--- config.mk ---
export PLATFORM = sky130hd
export DESIGN_NAME = indexed_list_store
export DESIGN_NICKNAME = d
export VERILOG_FILES = /design/src/hdl/ils_pkg.sv /design/src/hdl/ils_cell.sv /design/src/hdl/indexed_list_store.sv
export SDC_FILE = /design/constraint.sdc
export NUM_CORES = 2
export LEC_CHECK = 0
export BUFFER_PORTS_ARGS = -buffer_cell sky130_fd_sc_hd__buf_2
export CORE_MARGIN = 5
export CORE_UTILIZATION = 61
export DETAILED_ROUTE_END_ITERATION = 8
export PLACE_DENSITY_LB_ADDON = 0.08
export SYNTH_ARGS = -nofsm -noshare
export SYNTH_HDL_FRONTEND = slang
export SYNTH_HIERARCHICAL = 1
export SYNTH_SLANG_ARGS = --single-unit
--- constraint.sdc ---
create_clock -name clock -period 7.5 [get_ports clock]
set_clock_uncertainty 0.2 [all_clocks]
set_input_delay 0.75 -clock clock [delete_from_list [all_inputs] [get_ports clock]]
set_output_delay 0.75 -clock clock [all_outputs]
set_load 0.01 [all_outputs]
--- src/hdl/ils_pkg.sv ---
// Shared constants and types for the indexed list store.
package ils_pkg;

   localparam int DEPTH         = 32;
   localparam int ITEM_W        = 32;
   localparam int FUNC_W        = 3;
   localparam int POS_FIELD_W   = 6;
   localparam int OUT_ITEM_W    = 32;
   localparam int COUNT_FIELD_W = 6;
   localparam int CNT_W         = $clog2(DEPTH + 1);
   // index width wide enough for both the count and the position field
   localparam int POS_W         = (CNT_W > POS_FIELD_W) ? CNT_W : POS_FIELD_W;

   localparam logic [FUNC_W-1:0] OP_PUSH   = 3'd0;
   localparam logic [FUNC_W-1:0] OP_POP    = 3'd1;
   localparam logic [FUNC_W-1:0] OP_INSERT = 3'd2;
   localparam logic [FUNC_W-1:0] OP_REMOVE = 3'd3;
   localparam logic [FUNC_W-1:0] OP_READ   = 3'd4;

   typedef struct packed {
      logic              write;
      logic [FUNC_W-1:0] func;
      logic [POS_W-1:0]  pos;
      logic [POS_W-1:0]  count;
      logic [POS_W-1:0]  rd_pos;
      logic [ITEM_W-1:0] item;
   } ils_cmd_type;

endpackage

--- src/hdl/ils_cell.sv ---
// One storage cell of the list: holds one entry and shifts with its neighbours.
module ils_cell import ils_pkg::*; (
   input  logic              clock,
   input  ils_cmd_type       cmd,
   input  logic [POS_W-1:0]  cell_index,
   input  logic [ITEM_W-1:0] prev_value,
   input  logic [ITEM_W-1:0] next_value,
   output logic [ITEM_W-1:0] value,
   output logic [ITEM_W-1:0] rd_value
);

   logic [ITEM_W-1:0] value_ff;
   logic [ITEM_W-1:0] value_in;

   always_comb begin
      value_in = value_ff;
      if (cmd.write) begin
         unique case (cmd.func)
            OP_PUSH: begin
               if (cell_index == cmd.count) value_in = cmd.item;
            end
            OP_INSERT: begin
               if (cell_index == cmd.pos) begin
                  value_in = cmd.item;
               end else if (cell_index > cmd.pos && cell_index <= cmd.count) begin
                  value_in = prev_value;
               end
            end
            OP_REMOVE: begin
               if (cell_index >= cmd.pos && (cell_index + 1'b1) < cmd.count) begin
                  value_in = next_value;
               end
            end
            default: value_in = value_ff;
         endcase
      end
   end

   always_ff @(posedge clock) begin
      value_ff <= value_in;
   end

   assign value    = value_ff;
   assign rd_value = (cell_index == cmd.rd_pos) ? value_ff : '0;

endmodule

--- src/hdl/indexed_list_store.sv ---
// Top level of the indexed list store: request decode, cell row and result register.
// An ordered store of up to DEPTH words held in a row of cells, one entry per cell.
// Each request (push, pop, insert at, remove at, read at) is done in the cycle it is accepted: all
// cells shift together and the word read or taken out is picked from the row, and the
// result lands in a single output register in the cycle after acceptance. A new request is
// taken in every cycle in which the result register is empty or being emptied, so the
// sustained rate is one item per clock. Only the count and the result valid flag are reset; entries need no clearing.
module indexed_list_store import ils_pkg::*; (
   input  logic        clock,
   input  logic        reset,
   input  logic        req_tvalid,
   output logic        req_tready,
   input  logic [39:0] req_tdata,  // position[5:0], item_value[37:6], zero pad
   input  logic [2:0]  req_tuser,  // func[2:0]
   output logic        rsp_tvalid,
   input  logic        rsp_tready,
   output logic [39:0] rsp_tdata,  // item_out[31:0], entry_count[37:32], zero pad
   output logic        rsp_tuser   // ok
);

   logic [CNT_W-1:0]         count_ff, count_in;
   logic                     rsp_valid_ff, rsp_valid_in;
   logic                     rsp_ok_ff;
   logic [OUT_ITEM_W-1:0]    rsp_item_ff;
   logic [COUNT_FIELD_W-1:0] rsp_count_ff;

   logic                     accept;
   logic                     ok_c;
   logic [POS_W-1:0]         pos_c, cnt_c;
   logic [ITEM_W-1:0]        rd_word;
   ils_cmd_type              cmd;

   logic [ITEM_W-1:0] cell_value [DEPTH];
   logic [ITEM_W-1:0] cell_rd    [DEPTH];

   assign req_tready = !rsp_valid_ff || rsp_tready;
   assign accept     = req_tvalid && req_tready;
   assign pos_c      = POS_W'(req_tdata[POS_FIELD_W-1:0]);
   assign cnt_c      = POS_W'(count_ff);

   always_comb begin
      ok_c = 1'b0;
      unique case (req_tuser)
         OP_PUSH:   ok_c = count_ff < CNT_W'(DEPTH);
         OP_POP:    ok_c = count_ff != '0;
         OP_INSERT: ok_c = (count_ff < CNT_W'(DEPTH)) && (pos_c <= cnt_c);
         OP_REMOVE: ok_c = pos_c < cnt_c;
         OP_READ:   ok_c = pos_c < cnt_c;
         default:   ok_c = 1'b0;
      endcase
   end

   always_comb begin
      cmd.write  = accept && ok_c;
      cmd.func   = req_tuser;
      cmd.pos    = pos_c;
      cmd.count  = cnt_c;
      cmd.rd_pos = (req_tuser == OP_POP) ? cnt_c - 1'b1 : pos_c;
      cmd.item   = req_tdata[POS_FIELD_W +: ITEM_W];
   end

   for (genvar i = 0; i < DEPTH; i++) begin : g_cell
      logic [ITEM_W-1:0] prev_w, next_w;
      if (i == 0) begin : g_first
         assign prev_w = '0;
      end else begin : g_prev
         assign prev_w = cell_value[i-1];
      end
      if (i == DEPTH - 1) begin : g_last
         assign next_w = '0;
      end else begin : g_next
         assign next_w = cell_value[i+1];
      end
      ils_cell u_cell (
         .clock      (clock),
         .cmd        (cmd),
         .cell_index (POS_W'(i)),
         .prev_value (prev_w),
         .next_value (next_w),
         .value      (cell_value[i]),
         .rd_value   (cell_rd[i])
      );
   end

   always_comb begin
      rd_word = '0;
      for (int i = 0; i < DEPTH; i++) begin
         rd_word = rd_word | cell_rd[i];
      end
   end

   always_comb begin
      count_in = count_ff;
      if (cmd.write) begin
         unique case (req_tuser) inside
            OP_PUSH, OP_INSERT: count_in = count_ff + 1'b1;
            OP_POP, OP_REMOVE:  count_in = count_ff - 1'b1;
            default:            count_in = count_ff;
         endcase
      end
      rsp_valid_in = accept ? 1'b1 : (rsp_tready ? 1'b0 : rsp_valid_ff);
   end

   always_ff @(posedge clock) begin
      if (reset) begin
         count_ff     <= '0;
         rsp_valid_ff <= 1'b0;
      end else begin
         count_ff     <= count_in;
         rsp_valid_ff <= rsp_valid_in;
      end
   end

   always_ff @(posedge clock) begin
      if (accept) begin
         rsp_ok_ff    <= ok_c;
         rsp_item_ff  <= (ok_c && req_tuser != OP_PUSH && req_tuser != OP_INSERT)
                         ? OUT_ITEM_W'(rd_word) : '0;
         rsp_count_ff <= COUNT_FIELD_W'(POS_W'(count_in));
      end
   end

   assign rsp_tvalid = rsp_valid_ff;
   assign rsp_tuser  = rsp_ok_ff;
   assign rsp_tdata  = {2'b00, rsp_count_ff, rsp_item_ff};

   a_count_bound: assert property (@(posedge clock) disable iff (reset)
      count_ff <= CNT_W'(DEPTH))
      else $error("entry count above capacity");

   a_fail_zero: assert property (@(posedge clock) disable iff (reset)
      (rsp_tvalid && !rsp_tuser) |-> (rsp_tdata[OUT_ITEM_W-1:0] == '0))
      else $error("failed request returned a non-zero word");

   a_fail_hold: assert property (@(posedge clock) disable iff (reset)
      (accept && !ok_c) |=> (count_ff == $past(count_ff)))
      else $error("failed request changed the entry count");

   a_rsp_count: assert property (@(posedge clock) disable iff (reset)
      accept |=> (rsp_count_ff == COUNT_FIELD_W'(POS_W'(count_ff))))
      else $error("reported count differs from stored count");

endmodule

# Word-level counts from Yosys, hierarchy flattened
# Index checks and enable logic that the tools add are counted.
# word_totals
regBits	1070
in_bits	47
output_inout_bits	43
wordCells	707
# classes
addsub	2
order_cmp	131
n_eq_ne	194
mux	198
bitwise	31
reduce_logical	114
# ops
cell	count
32-bit two-way mux	160
32-bit case mux with 3 select lines	32
32-bit OR	31
5-bit by 6-bit == test with 1-bit output, first input constant	48
5-bit AND reduction	32
4-bit by 6-bit == test with 1-bit output, first input constant	24
2-bit by 1-bit != test with 1-bit output, second input constant	64
5-bit by 6-bit greater-or-equal comparator with 1-bit output, first input constant	16
5-bit by 6-bit > comparator with 1-bit output, first input constant	16
5-bit by 6-bit <= comparator with 1-bit output, first input constant	16
5-bit by 6-bit less-than comparator with 1-bit output, first input constant	16
3-bit by 1-bit != test with 1-bit output, second input constant	32
3-bit by 6-bit == test with 1-bit output, first input constant	12
1-bit logical AND	69
4-bit by 6-bit greater-or-equal comparator with 1-bit output, first input constant	8
4-bit by 6-bit > comparator with 1-bit output, first input constant	8
4-bit by 6-bit <= comparator with 1-bit output, first input constant	8
4-bit by 6-bit less-than comparator with 1-bit output, first input constant	8
2-bit by 6-bit == test with 1-bit output, first input constant	6
3-bit by 6-bit greater-or-equal comparator with 1-bit output, first input constant	4
3-bit by 6-bit > comparator with 1-bit output, first input constant	4
3-bit by 6-bit <= comparator with 1-bit output, first input constant	4
3-bit by 6-bit less-than comparator with 1-bit output, first input constant	4
1-bit by 6-bit == test with 1-bit output, first input constant	3
other kinds (30)	45

# Longest topological paths before layout
# logic_depth
word_depth	35
mapped_depth	14

# By module
# Netlist, hierarchy kept.
# by_module_without_submodules
mod	instances	cells_per_inst	area_per_inst_um2	seq_area_each_um2
ils_cell (g_cell[0].u_cell ...)	27	261	2518.7	960.9
ils_cell (g_cell[19].u_cell ...)	5	261	2527.4	960.9
indexed_list_store	1	545	4345.4	1311.3

# Worst setup path before layout
# No wires, ideal clock.
# synth_path
path_type	reg2reg
start	register count_ff[0], in the netlist cnt_c[0]
end	register g_cell[0].u_cell.value_ff[0] (enable)
arrival_ps	6154
required_time_ps	6830
setup_slack_ps	676
path_stages_with_launch	10
path_buffers	1
period_less_slack_ps	6824
path_cell_list	dfxtp_1 -> ha_1 -> nand2b_1 -> a21oi_1 -> or4_1 -> buf_2 -> nand2_1 -> and2_1 -> nand3b_1 -> a211oi_1
# synth_rtl
element	line	text
from (decl)	indexed_list_store.sv:21	logic [CNT_W-1:0] count_ff, count_in;
from (signal assigned)	indexed_list_store.sv:109	count_ff <= count_in;
to (signal assigned)	ils_cell.sv:40	value_ff <= value_in;
to (decl)	ils_cell.sv:12	logic [ITEM_W-1:0] value_ff;

==> results.md <==
Layout:
- The area occupied by multi-input gates is 52550 um2.
- The fill cell total of the finished layout is 11175.
- After the flow finishes, the layout carries non-filler instances totaling 11824.
- The final layout net count is 10501.
- The fraction of final layout cells sized beyond drive strength 1 is 10.18%.
- Measured on the finished design, the core utilization comes to 68.11%.
- The area growth from synthesis to layout is 11.42%.
- The register area is 32070 um2.

Yosys:
- The number of unique standard cell types used by synthesis is 55.
- The mapped netlist covers 84990 um2.
- The cell with the most instances after synthesis is o22ai_1.
- The post-synthesis sequential element count is 1070.
- The total number of yosys warnings is 6.
- Sorting the synthesized cells by how often they occur yields o22ai_1 (1761), a21oi_1 (1129), edfxtp_1 (1063), and2_1 (1027), ha_1 (616).
- The most used flip-flop cell after synthesis is edfxtp_1.
- The area share of the largest cell type after synthesis is 37.56%.
- For this run, the register share of the synthesized area comes to 37.72%.
- The average instance in the mapped netlist occupies 9.552 um2.
- By area the synthesized netlist is led by edfxtp_1 (38%), o22ai_1 (13%), ha_1 (9.1%).
- Counting flops with a built-in enable in the synthesized netlist gives 1063.
- Summed over all instances, the cell type with the most area after synthesis is edfxtp_1.
- The async set-or-reset flop fraction in the synthesized netlist is 0%.
- The count of mapped cells out of synthesis is 8897.

GRT:
- The residual overflow from global routing is 0.
- The via count of the first global-routing pass came to 77192.
- The number of antenna violations at the first check in global routing is 15.
- The largest net degree at the start of global routing is 65.
- The first-pass GRT wire length is 449400 um.
- Across every metal layer, demand over resource in global routing totals 38.76%.

STA:
- The transition time at the pin with the least slew margin is 1368 ps.
- Setup repair after global routing left no endpoint under its margin.
- The worst path uses 78.64% of the clock period.
- The relative slew slack is 8.808%.
- The final setup violation count is 0.
- In the final timing run, aggregate negative setup slack is 0 ps.
- The total count of hold-check failures in the final report came to 0.
- After layout, the minimum clock period comes to 5898 ps.
- The fmax is 0.1695 GHz.
- The final-report max-slew violation count was 0.

Clocking:
- Buffers added to address setup during post-CTS repair amount to 0.
- The number of resized instances in the post-cts repair step is 0.
- Buffers inserted to repair hold after CTS numbered 1.
- The CTS root buffer is clkbuf_16.
- The buffer depth of the longest clock path is 3.
- The register clock-pin slew on the reported worst setup and hold paths is 60 ps.
- The TritonCTS buffer count is 118.
- At the later pin of the worst-skew pair, clock insertion delay measures 770 ps.
- TritonCTS built the clock tree.
- The total number of H-tree levels is 3.
- The tree built by TritonCTS fans out to 1070 sinks.

Routing:
- Summing over every cut layer, the via total after detailed routing is 80207.
- The iteration count of the initial detailed-routing pass is 9.
- The final routed wire length divided by cell count is 25.17 um.
- The count of nets left with antenna violations once routing finished came out at 0.
- The remaining design rule violation count is 9.
- Summed over all layers, the routed wires come to 297600 um.
- The ratio of routed vias to standard cells is 6.783.
- The detailed router finished its first iteration with 11173 violations.

Placed design:
- The HPWL after detailed placement is 202700 um.
- The final estimated routing congestion in global placement is 0.9371.
- After detailed placement, the design holds a cell count of 11593.
- Port buffering added 85 buffers.

Outcome:
- The checks that failed: DRC.
- The flow ran to the end, but the final reports show violations.

Floorplanning:
- Pin placement for this block handled 90 I/O pins.
- Measured along the y axis, the die boundary spans 383.3 um.
- The full die area is 146900 um2.
- The x dimension of the die is 383.3 um.
- The cell row count is 137.
- The area of the core is 139000 um2.
- The initial core utilization is 61.13%.

Critical path:
- The largest single stage delay on the critical path is 920 ps.
- The data arrival time of the worst path is 6210 ps.
- The critical path goes through inv_1 > ha_1 > mux2i_4 > xnor2_1 > nand4_1 > nor3_2 > buf_4 > and2_1 > nor4_1 > nand4_1 > nor2_1 > nor2_1.
- The largest fanout on the critical path is 38.
- The element type at the critical path start is a flip-flop.
- The endpoint class of the critical path is a flip-flop.
- The kind of cell with the highest combined delay on the critical path is simple AND/OR/NAND/NOR gates.
- Data on the critical path is required at its endpoint by 7810 ps.
- The startpoint-to-endpoint class of the critical path is flip-flop to flip-flop.
- Together, buffers and inverters on the worst path number 2.
- The critical path's slowest cell is nor4_1.

Min path:
- The worst min-delay path class is input pin to flip-flop.

Flow run:
- Across the run, the number of max-cap violations was 0.

Pwr:
- The worst-case IR drop observed on VDD is 0.1983 mV.
- Power spread over the standard cell area amounts to 168.5 nW/um2.
- The leakage component of the power is 35.18 nW.
## logic make-up (layout without fill, tap and decap cells)
logic type	count (synthesis)	after routing	share of synthesized area, %
DFF	1070	1070	37.72
AOI/OAI and AO/OA	3577	3577	27.66
and+or+nand+nor	2186	2186	15.75
muxes	8	8	0.1031
xor gates and xnor gates	330	330	3.401
other	2	1160	0.008837
adders and majority gates	616	616	9.069
buffers and inverters	1108	1001	6.279
## report_power, final
group | internal (mW) | switching [mW]
Clock | 3.23 | 2.59
Sequential | 6.75 | 0.0739
Combinational | 1.12 | 2.20
## final cells by class
cell class                      count  area share (%)
Multi-Input combinational cell   7871           55.50
Sequential cell                  1070           33.87
Clock buffer                      149           3.264
Tap cell                         1876           2.479
Timing Repair Buffer              318           2.338
Inverter                          459           1.820
Clock inverter                     75          0.7135
Antenna cell                        6         0.01586
## final timing paths
check             slack (ps)              to        from  cells past startpoint
setup / recovery        1600  rsp_item_ff[8]    cnt_c[0]                     12
hold reg to reg          360      rsp_tvalid  rsp_tvalid                      2
hold / removal           120      rsp_tvalid  rsp_tready                      3
setup reg to reg        1600  rsp_item_ff[8]    cnt_c[0]                     12
## worst min-delay path: cells and delay by family
kind / cells / cell delay (ps)
buffers and inverters: 1 / 80
AND/OR/NAND/NOR: 1 / 130
AO/OA/AOI/OAI: 1 / 80
## per-stage QoR
step / setup slack [ps] / hold WS [ps] / area [um2] / total power [mW]
final: 1602 / 123.2 / 94690 / 15.95
after global routing: 1578 / 128.0 / 94680 / 16.46
after CTS: 2037 / 90.75 / 94670 / 15.78
after detailed placement: 1680 / 321.8 / 90900 / 10.08
after global placement: 1726 / 288.1 / 90900 / 9.968
after floorplan: 676.2 / 378.8 / 89310 / 9.042
## layout by cell type, fill, tap and decap left out, types with 33 or more instances in the layout
cell type / synthesis / routed
buf_4: 40 / 244
xnor2_1: 233 / 233
o31ai_1: 33 / 33
nor2b_1: 97 / 65
conb_1: 2 / 1154
o22ai_1: 1761 / 1760
a21o_1: 66 / 66
and2_1: 1027 / 1025
nor4_1: 258 / 258
edfxtp_1: 1063 / 1063
nand2b_1: 36 / 36
buf_2: 215 / 72
clkinv_1: 32 / 58
nand2_1: 134 / 124
nand4_1: 129 / 129
nor2_1: 112 / 112
xor2_1: 97 / 97
ha_1: 616 / 616
and3_1: 33 / 33
a211oi_1: 96 / 64
inv_1: 426 / 426
clkbuf_16: 0 / 119
o22ai_2: 320 / 321
a21oi_1: 1129 / 1125
nand3_1: 160 / 160
## registers in the layout, summed over array words and instances, names as in the netlist
name and flops:
rsp_tuser 1, cnt_c 6, rsp_item_ff 32, g_cell.u_cell/value 1024
rsp_tvalid 1, rsp_count_ff 6
## metal layers
| layer | part of all wire [%] | routed length (um) | vias to the layer above | track usage, % |
|---|---|---|---|---|
| met5 | 0.032 | 95 | - | 0 |
| met2 | 46 | 137300 | 5602 | 64.80 |
| met3 | 13 | 37950 | 1310 | 10.56 |
| li1 | - | - | 35509 | - |
| met1 | 36 | 106500 | 37776 | 47.01 |
| met4 | 5.3 | 15840 | 10 | 17.20 |
(Power assumes the default switching activity.)
